<file path="config.mk">
export PLATFORM = sky130hd
export DESIGN_NAME = utf8_codepoint_decoder_unit_flat
export DESIGN_NICKNAME = d
export VERILOG_FILES = /design/src/rtl/ucd_pkg.sv /design/src/rtl/ucd_if.sv /design/src/rtl/ucd_front.sv /design/src/rtl/ucd_queue.sv /design/src/rtl/ucd_back.sv /design/src/rtl/utf8_codepoint_decoder_unit.sv /design/src/flat_wrapper.sv
export SDC_FILE = /design/constraint.sdc
export NUM_CORES = 1
export LEC_CHECK = 0
export BUFFER_PORTS_ARGS = -buffer_cell sky130_fd_sc_hd__buf_2
export CAP_MARGIN = 5
export CELL_PAD_IN_SITES_DETAIL_PLACEMENT = 0
export CELL_PAD_IN_SITES_GLOBAL_PLACEMENT = 1
export CORE_MARGIN = 3
export CORE_UTILIZATION = 51
export DETAILED_ROUTE_END_ITERATION = 8
export PLACE_DENSITY = 0.86
export SYNTH_ARGS = -nofsm -noshare
export SYNTH_HDL_FRONTEND = slang
export SYNTH_HIERARCHICAL = 1
export SYNTH_SLANG_ARGS = --single-unit
</file>
<file path="constraint.sdc">
create_clock -name clk -period 4.24 [get_ports clk]
set_input_delay 0.212 -clock clk [delete_from_list [all_inputs] [get_ports clk]]
set_output_delay 0.212 -clock clk [all_outputs]
set_load 0.01 [all_outputs]
</file>
<file path="src/rtl/ucd_pkg.sv">
// Shared constants and types for the UTF-8 code point decoder.
package ucd_pkg;

  // Word widths.
  localparam int BYTE_W = 8;
  localparam int CP_W   = 21;
  localparam int CONT_W = 6;
  localparam int LEAD_W = 7;
  localparam int MORE_W = 2;

  // Lead byte masks and tags.
  localparam logic [BYTE_W-1:0] ASCII_MASK = 8'h80;
  localparam logic [BYTE_W-1:0] ASCII_TAG  = 8'h00;
  localparam logic [BYTE_W-1:0] LEAD2_MASK = 8'hE0;
  localparam logic [BYTE_W-1:0] LEAD2_TAG  = 8'hC0;
  localparam logic [BYTE_W-1:0] LEAD3_MASK = 8'hF0;
  localparam logic [BYTE_W-1:0] LEAD3_TAG  = 8'hE0;
  localparam logic [BYTE_W-1:0] LEAD4_MASK = 8'hF8;
  localparam logic [BYTE_W-1:0] LEAD4_TAG  = 8'hF0;
  localparam logic [BYTE_W-1:0] LEAD2_BITS = 8'h1F;
  localparam logic [BYTE_W-1:0] LEAD3_BITS = 8'h0F;
  localparam logic [BYTE_W-1:0] LEAD4_BITS = 8'h07;
  localparam logic [BYTE_W-1:0] CONT_BITS  = 8'h3F;

  // Continuation counts set by a lead byte.
  localparam logic [MORE_W-1:0] MORE_NONE = 2'd0;
  localparam logic [MORE_W-1:0] MORE_ONE  = 2'd1;
  localparam logic [MORE_W-1:0] MORE_TWO  = 2'd2;
  localparam logic [MORE_W-1:0] MORE_THREE = 2'd3;

  // Queue between the classifier and the sequence builder.
  localparam int QDEPTH = 2;
  localparam int QPTR_W = $clog2(QDEPTH);
  localparam int QCNT_W = $clog2(QDEPTH + 1);

  // One classified byte: its meaning as a lead byte and as a continuation byte.
  typedef struct packed {
    logic [MORE_W-1:0] more;
    logic [LEAD_W-1:0] lead_bits;
    logic [CONT_W-1:0] cont_bits;
    logic              eos;
  } tok_t;

  // Queue status seen by both sides.
  typedef struct packed {
    logic full;
    logic empty;
  } qstat_t;

endpackage

</file>
<file path="src/rtl/ucd_if.sv">
// Byte and code point channel interfaces.
interface ucd_byte_if;
  logic                       valid;
  logic                       ready;
  logic [ucd_pkg::BYTE_W-1:0] data_byte;
  logic                       end_of_string;

  modport source (output valid, output data_byte, output end_of_string, input ready);
  modport sink (input valid, input data_byte, input end_of_string, output ready);
endinterface

interface ucd_cp_if;
  logic                     valid;
  logic                     ready;
  logic [ucd_pkg::CP_W-1:0] code_point;
  logic                     last_of_string;

  modport source (output valid, output code_point, output last_of_string, input ready);
  modport sink (input valid, input code_point, input last_of_string, output ready);
endinterface

</file>
<file path="src/rtl/ucd_front.sv">
// Front end: accepts bytes and classifies each one for the sequence builder.
module ucd_front (
  ucd_byte_if.sink       in_ch,
  input  ucd_pkg::qstat_t qstat,
  output logic           push,
  output ucd_pkg::tok_t  tok
);
  import ucd_pkg::*;

  // A word is taken whenever the queue has room.
  assign in_ch.ready = !qstat.full;
  assign push        = in_ch.valid && !qstat.full;

  // Decode the byte as a lead byte; an invalid lead gives zero bits and no tail.
  always_comb begin
    tok.eos       = in_ch.end_of_string;
    tok.cont_bits = CONT_W'(in_ch.data_byte & CONT_BITS);
    if ((in_ch.data_byte & ASCII_MASK) == ASCII_TAG) begin
      tok.more      = MORE_NONE;
      tok.lead_bits = LEAD_W'(in_ch.data_byte);
    end else if ((in_ch.data_byte & LEAD2_MASK) == LEAD2_TAG) begin
      tok.more      = MORE_ONE;
      tok.lead_bits = LEAD_W'(in_ch.data_byte & LEAD2_BITS);
    end else if ((in_ch.data_byte & LEAD3_MASK) == LEAD3_TAG) begin
      tok.more      = MORE_TWO;
      tok.lead_bits = LEAD_W'(in_ch.data_byte & LEAD3_BITS);
    end else if ((in_ch.data_byte & LEAD4_MASK) == LEAD4_TAG) begin
      tok.more      = MORE_THREE;
      tok.lead_bits = LEAD_W'(in_ch.data_byte & LEAD4_BITS);
    end else begin
      tok.more      = MORE_NONE;
      tok.lead_bits = '0;
    end
  end

endmodule

</file>
<file path="src/rtl/ucd_queue.sv">
// Short queue of classified bytes between the front and back ends.
module ucd_queue (
  input  logic            clk,
  input  logic            rst_n,
  input  logic            push,
  input  ucd_pkg::tok_t   push_tok,
  input  logic            pop,
  output ucd_pkg::tok_t   head_tok,
  output ucd_pkg::qstat_t qstat
);
  import ucd_pkg::*;

  tok_t              entry_r [QDEPTH];
  logic [QPTR_W-1:0] wr_ptr_r, wr_ptr_nxt;
  logic [QPTR_W-1:0] rd_ptr_r, rd_ptr_nxt;
  logic [QCNT_W-1:0] count_r, count_nxt;

  assign qstat.empty = (count_r == '0);
  assign qstat.full  = (count_r == QCNT_W'(QDEPTH));
  assign head_tok    = entry_r[rd_ptr_r];

  // Pointer and occupancy update; pointers wrap at the queue depth.
  always_comb begin
    wr_ptr_nxt = wr_ptr_r;
    rd_ptr_nxt = rd_ptr_r;
    count_nxt  = count_r;
    if (push) begin
      wr_ptr_nxt = (wr_ptr_r == QPTR_W'(QDEPTH - 1)) ? '0 : wr_ptr_r + QPTR_W'(1);
    end
    if (pop) begin
      rd_ptr_nxt = (rd_ptr_r == QPTR_W'(QDEPTH - 1)) ? '0 : rd_ptr_r + QPTR_W'(1);
    end
    if (push && !pop) begin
      count_nxt = count_r + QCNT_W'(1);
    end else if (pop && !push) begin
      count_nxt = count_r - QCNT_W'(1);
    end
  end

  always_ff @(posedge clk) begin
    if (!rst_n) begin
      wr_ptr_r <= '0;
      rd_ptr_r <= '0;
      count_r  <= '0;
    end else begin
      wr_ptr_r <= wr_ptr_nxt;
      rd_ptr_r <= rd_ptr_nxt;
      count_r  <= count_nxt;
    end
  end

  // Entry storage needs no reset.
  always_ff @(posedge clk) begin
    if (push) begin
      entry_r[wr_ptr_r] <= push_tok;
    end
  end

endmodule

</file>
<file path="src/rtl/ucd_back.sv">
// Back end: builds code points from classified bytes and holds the output word.
module ucd_back (
  input  logic            clk,
  input  logic            rst_n,
  input  ucd_pkg::tok_t   tok,
  input  ucd_pkg::qstat_t qstat,
  output logic            pop,
  ucd_cp_if.source        out_ch
);
  import ucd_pkg::*;

  logic [MORE_W-1:0] rem_r, rem_nxt;
  logic [CP_W-1:0]   part_r, part_nxt;
  logic              out_valid_r, out_valid_nxt;
  logic [CP_W-1:0]   out_cp_r;
  logic              out_last_r;
  logic              emit;
  logic [CP_W-1:0]   emit_cp;
  logic [CP_W-1:0]   shifted;
  logic [MORE_W-1:0] rem_dec;

  // A byte is consumed when the output register is free or being emptied.
  assign pop = !qstat.empty && (!out_valid_r || out_ch.ready);

  assign shifted = {part_r[CP_W-CONT_W-1:0], tok.cont_bits};
  assign rem_dec = rem_r - MORE_W'(1);

  // Sequence state update for one consumed byte.
  always_comb begin
    rem_nxt  = rem_r;
    part_nxt = part_r;
    emit     = 1'b0;
    emit_cp  = shifted;
    if (pop) begin
      if (rem_r == MORE_NONE) begin
        emit_cp = CP_W'(tok.lead_bits);
        if (tok.more == MORE_NONE || tok.eos) begin
          emit     = 1'b1;
          rem_nxt  = MORE_NONE;
          part_nxt = '0;
        end else begin
          rem_nxt  = tok.more;
          part_nxt = CP_W'(tok.lead_bits);
        end
      end else if (rem_dec == MORE_NONE || tok.eos) begin
        emit     = 1'b1;
        rem_nxt  = MORE_NONE;
        part_nxt = '0;
      end else begin
        rem_nxt  = rem_dec;
        part_nxt = shifted;
      end
    end
  end

  // The output word stays until taken; a new result only lands when it is free.
  always_comb begin
    if (emit) begin
      out_valid_nxt = 1'b1;
    end else if (out_ch.ready) begin
      out_valid_nxt = 1'b0;
    end else begin
      out_valid_nxt = out_valid_r;
    end
  end

  always_ff @(posedge clk) begin
    if (!rst_n) begin
      rem_r       <= MORE_NONE;
      part_r      <= '0;
      out_valid_r <= 1'b0;
    end else begin
      rem_r       <= rem_nxt;
      part_r      <= part_nxt;
      out_valid_r <= out_valid_nxt;
    end
  end

  always_ff @(posedge clk) begin
    if (emit) begin
      out_cp_r   <= emit_cp;
      out_last_r <= tok.eos;
    end
  end

  assign out_ch.valid          = out_valid_r;
  assign out_ch.code_point     = out_cp_r;
  assign out_ch.last_of_string = out_last_r;

endmodule

</file>
<file path="src/rtl/utf8_codepoint_decoder_unit.sv">
// UTF-8 decoder: one byte word in, at most one code point word out per byte.
// A byte passes through a queue entry, then the output register, before its code point is valid.
// Throughput: one byte per cycle while the output is not stalled, set by the sequence update in the back end.
// A 2-entry queue lets the classifier keep taking bytes while the output is stalled.
// Synchronous active-low reset empties the queue, clears the sequence state and drops out valid.
module utf8_codepoint_decoder_unit (
  input  logic     clk,
  input  logic     rst_n,
  ucd_byte_if.sink in_ch,
  ucd_cp_if.source out_ch
);
  import ucd_pkg::*;

  logic   push;
  logic   pop;
  tok_t   push_tok;
  tok_t   head_tok;
  qstat_t qstat;

  // Classify incoming bytes.
  ucd_front u_front (
    .in_ch (in_ch),
    .qstat (qstat),
    .push  (push),
    .tok   (push_tok)
  );

  // Decouple the two ends.
  ucd_queue u_queue (
    .clk      (clk),
    .rst_n    (rst_n),
    .push     (push),
    .push_tok (push_tok),
    .pop      (pop),
    .head_tok (head_tok),
    .qstat    (qstat)
  );

  // Build code points and drive the output word.
  ucd_back u_back (
    .clk    (clk),
    .rst_n  (rst_n),
    .tok    (head_tok),
    .qstat  (qstat),
    .pop    (pop),
    .out_ch (out_ch)
  );

endmodule

</file>
<file path="src/flat_wrapper.sv">
// flat-port wrapper written by rule: the top's interface ports become plain ports
module utf8_codepoint_decoder_unit_flat import ucd_pkg::*;
  (clk, rst_n, in_ch_valid, in_ch_data_byte, in_ch_end_of_string, in_ch_ready, out_ch_valid, out_ch_code_point, out_ch_last_of_string, out_ch_ready);
  ucd_byte_if in_ch_i ();
  ucd_cp_if out_ch_i ();
  input  logic clk;
  input  logic rst_n;
  input wire logic [$bits(in_ch_i.valid)-1:0] in_ch_valid;
  input wire logic [$bits(in_ch_i.data_byte)-1:0] in_ch_data_byte;
  input wire logic [$bits(in_ch_i.end_of_string)-1:0] in_ch_end_of_string;
  output wire logic [$bits(in_ch_i.ready)-1:0] in_ch_ready;
  output wire logic [$bits(out_ch_i.valid)-1:0] out_ch_valid;
  output wire logic [$bits(out_ch_i.code_point)-1:0] out_ch_code_point;
  output wire logic [$bits(out_ch_i.last_of_string)-1:0] out_ch_last_of_string;
  input wire logic [$bits(out_ch_i.ready)-1:0] out_ch_ready;
  assign in_ch_i.valid = in_ch_valid;
  assign in_ch_i.data_byte = in_ch_data_byte;
  assign in_ch_i.end_of_string = in_ch_end_of_string;
  assign in_ch_ready = in_ch_i.ready;
  assign out_ch_valid = out_ch_i.valid;
  assign out_ch_code_point = out_ch_i.code_point;
  assign out_ch_last_of_string = out_ch_i.last_of_string;
  assign out_ch_i.ready = out_ch_ready;
  utf8_codepoint_decoder_unit u_core (.clk(clk), .rst_n(rst_n), .in_ch(in_ch_i), .out_ch(out_ch_i));
endmodule
</file>
**Word-level counts from Yosys, hierarchy flattened**

Memories as Yosys holds them, arrays and structs flattened. A register that Yosys moved wholly into a read port is not among the register bits.
Cells that the tools add are included.

- Bits in registers: 44
- Bits in latches: 0
- Memory bits (writable): 32
- Memory bits (read-only): 0
- Input port bits: 13
- Output and inout port bits: 24
- Word-level logic and storage cells: 63
- Memories kept: 1

Memories:

| name | words | bits a word | rd ports | clocked after Yosys merged registers in | write ports | RTL line | source |
|---|---|---|---|---|---|---|---|
| u_core.u_queue.entry_r | 2 | 16 | 1 | 1 | 1 | ucd_queue.sv:13 | `tok_t entry_r [QDEPTH];` |

- Add/sub/neg operators: 5
- Multiply operators: 0
- Divide/modulo/power cells: 0
- Order comparisons: 0
- Equality and inequality tests: 4
- Shift operators: 0
- Muxes and demuxes: 26
- Bitwise gates (word level): 0
- Reduce and logical (&&, ||, !) cells: 19

Operator list:

| cell | count |
|---|---|
| 21-bit 2-to-1 mux | 2 |
| 9-bit 2-to-1 mux | 4 |
| 15-bit 2-to-1 mux | 2 |
| 1-bit 2-to-1 mux | 12 |
| 2-bit 2-to-1 mux | 5 |
| 2-bit zero test | 4 |
| 8-bit zero test | 1 |
| 7-bit 2-to-1 mux | 1 |
| 5-bit == test, second input constant | 1 |
| 1-bit zero test | 5 |
| 4-bit == test, second input constant | 1 |
| 1-bit logical AND | 4 |
| 2-bit nonzero test | 2 |
| 2-bit by 1-bit subtractor with 2-bit output, second input constant | 2 |
| 3-bit == test, second input constant | 1 |
| 1-bit logical OR | 3 |
| 1-bit adder, second input constant | 2 |
| 2-bit by 1-bit adder with 2-bit output, second input constant | 1 |
| 2-bit == test, second input constant | 1 |

**Depth between registers and ports, before layout**

- Depth after elaboration: 7
- Gate-level depth with buffers: 10
- Mapped depth without buffers: 8

**Modules after synthesis**

Netlist, hierarchy kept.

By module, submodules not included:

| module | times used | cells each | area each (um^2) | sequential area each (um^2) |
|---|---|---|---|---|
| ucd_back | 1 | 138 | 1676.6 | 1021.0 |
| ucd_queue | 1 | 72 | 1372.6 | 1061.0 |
| ucd_front | 1 | 25 | 156.4 | 0.0 |

**Least setup slack after synthesis**

No wires, ideal clock.

- Kind: register to register
- Start point: reg (tool-made name)
- End point: reg u_core.u_back.out_cp_r[0] (netlist: u_core/u_back/out_ch.code_point[0]), enable pin
- Setup time: 0.381 ns
- Data arrival time: 2.177 ns
- Required time: 3.859 ns
- Slack: 1.683 ns
- Stages on the path, launching flop included: 8
- Path buffers: 3
- Clock period less this slack: 2.557 ns
- Cells stage by stage: dfxtp_1 -> buf_2 -> buf_4 -> mux2_2 -> or2_2 -> clkbuf_1 -> a21oi_1 -> and2_1

RTL lines:

| element | RTL line | source |
|---|---|---|
| end signal, assigned | ucd_back.sv:81 | `out_cp_r <= emit_cp;` |
| end, declared | ucd_back.sv:15 | `logic [CP_W-1:0] out_cp_r;` |

==> reports/results.txt <==
Status - complete, no violations
Via count - 1,850
Max-cap violations - 0
Overall routing resource usage - 0.154
Internal - 1.66 mW
Setup CP Type - flip-flop to flip-flop
Min-Delay Path Class - input pin to flip-flop
Worst Tran Pin Value - 1.01 ns
First-pass GRT wire length - 8550 microns
Post-synth ARST share - 0
Via-to-Cell Ratio - 5.36
Depth of the CTS H-tree - 3
Final global-route overflow total - 0
Logic pwr share - 0.344
Routed wire per std cell - 14.5 microns
Setup Buffers After CTS - 0
Largest net degree at the start of global routing - 23
P&R area growth vs syn - 10.7%
Core box area - 5990 sq um
# setup viols final - 0
Worst Setup End Kind - flip-flop
Post-synth cell types - 37
Setup TNS - 0 ns
Sink Count - 77
Final Hold Viols - 0
Routed WL - 5020 microns
Die area - 7270 sq um
Antenna Violating Nets Remaining - 0
Net Sw Frac - 0.340
Worst vdd ir - 0.306 mV
Number of I/O pins - 37
Clock Path Buffers - 2
N_diodes - 0
Ys Warns - 6
Critical path launch point type - flip-flop
Clock slew at reported path FFs - 0.07 ns
Layout cells sized above 1 - 0.311
Worst rel slew slack - 0.326
Seq/Total Area, Yosys - 0.649
Hold Slack - 0.0644 ns
Footprint of the multi-input gates - 987 sq um
First-pass iteration count of the detailed router - 4
Die W - 85.3 microns
Max Fclk - 0.339 GHz
Storage cell area - 2080 sq um
Clk_skew - 0.0102 ns
Number of global-route vias before repair - 1,734
DRC viols - 0
Clock share of power - 0.185
Final GP Congestion - 0.745
FF+latch count, synth - 77
Fin crit period - 2.95 ns
Reg power frac - 0.471
Cells after Synth - 235
Net switching power - 0.854 mW
Final Max Tran Viols - 0
Clock root buffer - clkbuf_8
Largest stage delay, worst path - 0.82 ns
RSZ-0062 raised after global routing - false
CTS Buf Count - 9
Starting DRC count in detailed routing - 84
Std-Cell Rows - 28
Initial antenna violation count - 0
Arr. time, crit path - 2.91 ns
Critical path required time - 4.20 ns
Register-to-register setup slack - 1.29 ns
Worst skew pair latency - 0.34 ns
Final Cycle Share - 0.696
Critical-path cell list - mux2_2, or2_2, a21oi_1, and2_1
Post-synth top flop - edfxtp_1
Post-CTS Hold Buffers - 0
Syn Std Cell Area - 3210 sq um
Post-Syn Nets - 251
Leak pwr - 1.28 nW
Starting Density - 0.535
Syn_area_per_cell - 13.6 sq um
Largest delay contributor family on the critical path - simple AND/OR/NAND/NOR gates
Pwr dens - 708 nW/um^2
CP max-delay cell - and2_1
CTS tree - done
Fin nets - 281
Die height - 85.3 microns
Post-Place Setup Slack - 1.28 ns
Critical path buffer and inverter count - 0
CP Max Fanout - 22
Fillers - 498
DP Wirelength - 3320 microns
Post-cts sizing count - 0
I/O Buffers - 36
Final setup margin - 1.29 ns
Number of flops mapped to enable cells by yosys - 54
[metrics by stage]
step	area, sq um	total power [mW]	std cells	utilization
after floorplan	3210	1.84	235	-
after global placement	3380	2.05	329	0.564
after detailed placement	3380	2.07	329	0.564
after CTS	3550	2.54	345	0.592
after global routing	3550	2.68	345	0.592
final	3550	2.51	345	0.592
[cells by family after synthesis]
| logic type | count (synthesis) | synth area share |
|---|---|---|
| AOI/OAI and AO/OA | 43 | 0.0929 |
| xor gates and xnor gates | 3 | 0.00820 |
| adders and majority gates | 3 | 0.0117 |
| buffers and inverters | 25 | 0.0425 |
| DFF | 77 | 0.649 |
| muxes | 23 | 0.0808 |
| and+or+nand+nor | 61 | 0.114 |
[synthesized netlist by cell type (2+ instances only)]
master | count | share of area
a211oi_1 | 8 | 0.019
a21oi_1 | 13 | 0.020
a32oi_1 | 7 | 0.019
and2_1 | 20 | 0.039
and3_1 | 4 | 0.0078
buf_2 | 4 | 0.0062
buf_4 | 10 | 0.023
clkbuf_1 | 5 | 0.0059
dfxtp_1 | 23 | 0.14
edfxtp_1 | 54 | 0.51
ha_1 | 3 | 0.012
inv_1 | 5 | 0.0059
mux2_2 | 23 | 0.081
nand2_1 | 15 | 0.018
nand2b_1 | 3 | 0.0059
nand3_1 | 3 | 0.0047
nor2_1 | 2 | 0.0023
nor2b_1 | 6 | 0.012
o22ai_1 | 8 | 0.016
xor2_1 | 2 | 0.0055
[area by class of cell]
type,count,share of cell area
Sequential cell,77,0.587
Clock buffer,9,0.0349
Timing Repair Buffer,38,0.0550
Inverter,6,0.00635
Multi-Input combinational cell,133,0.278
Clock inverter,7,0.0120
Tap cell,75,0.0265
[sequential cells by signal, indices dropped and copies added, names as in the netlist, named ones only]
name,count
u_core/u_back/rem_r,2
u_core/u_queue/entry_r,32
u_core/u_back/out_ch.last_of_string,1
u_core/u_back/out_ch.valid,1
u_core/u_queue/count_r,2
u_core/u_queue/wr_ptr_r,1
u_core/u_back/part_r,15
u_core/u_back/out_ch.code_point,21
u_core/u_queue/rd_ptr_r,1
[worst reg2reg max path, cell delays in order, from the launching register on]
cell     delay, ns
dfxtp_1       0.76
mux2_2        0.43
or2_2         0.37
a21oi_1       0.19
and2_1        0.82
[layout by cell type (no fill, tap or decap), drive strengths merged, types with 5 or more instances in the layout]
master	Yosys	layout
clkinv	1	6
nor2b	6	6
and2	20	20
buf	14	38
mux2	23	23
edfxtp	54	54
a32oi	7	7
o22ai	8	8
a211oi	9	9
nand2	15	15
inv	5	5
dfxtp	23	23
clkbuf	5	9
a21oi	13	13
[worst paths after layout]
check | start | end | cells past startpoint
hold / removal | in_ch_end_of_string | u_core/u_queue/entry_r[1][0] | 1
setup reg to reg | flip-flop | u_core/u_back/out_ch.code_point[5] | 4
setup / recovery | flip-flop | u_core/u_back/out_ch.code_point[5] | 4
hold reg to reg | u_core/u_back/part_r[14] | u_core/u_back/part_r[14] | 2
[metal layers]
metal | share of wire | GRT usage | vias up | wire length, microns
met3 | 0.050 | 0.0379 | 10 | 249
met4 | 0.023 | 0.0777 | 0 | 114
met1 | 0.46 | 0.214 | 864 | 2320
met5 | 0 | 0 | - | 0
li1 | - | - | 926 | -
met2 | 0.46 | 0.226 | 50 | 2330
[power by group through the flow]
stage          Clock [mW]  Sequential [mW]  Combinational (mW)
2_1_floorplan           0             1.23               0.605
3_3_place_gp            0             1.20               0.856
6_report            0.464             1.18               0.863
5_1_grt             0.516             1.21               0.957
4_1_cts             0.476             1.19               0.873
3_5_place_dp            0             1.20               0.868
Note: power is estimated with default switching activity, not from simulation.
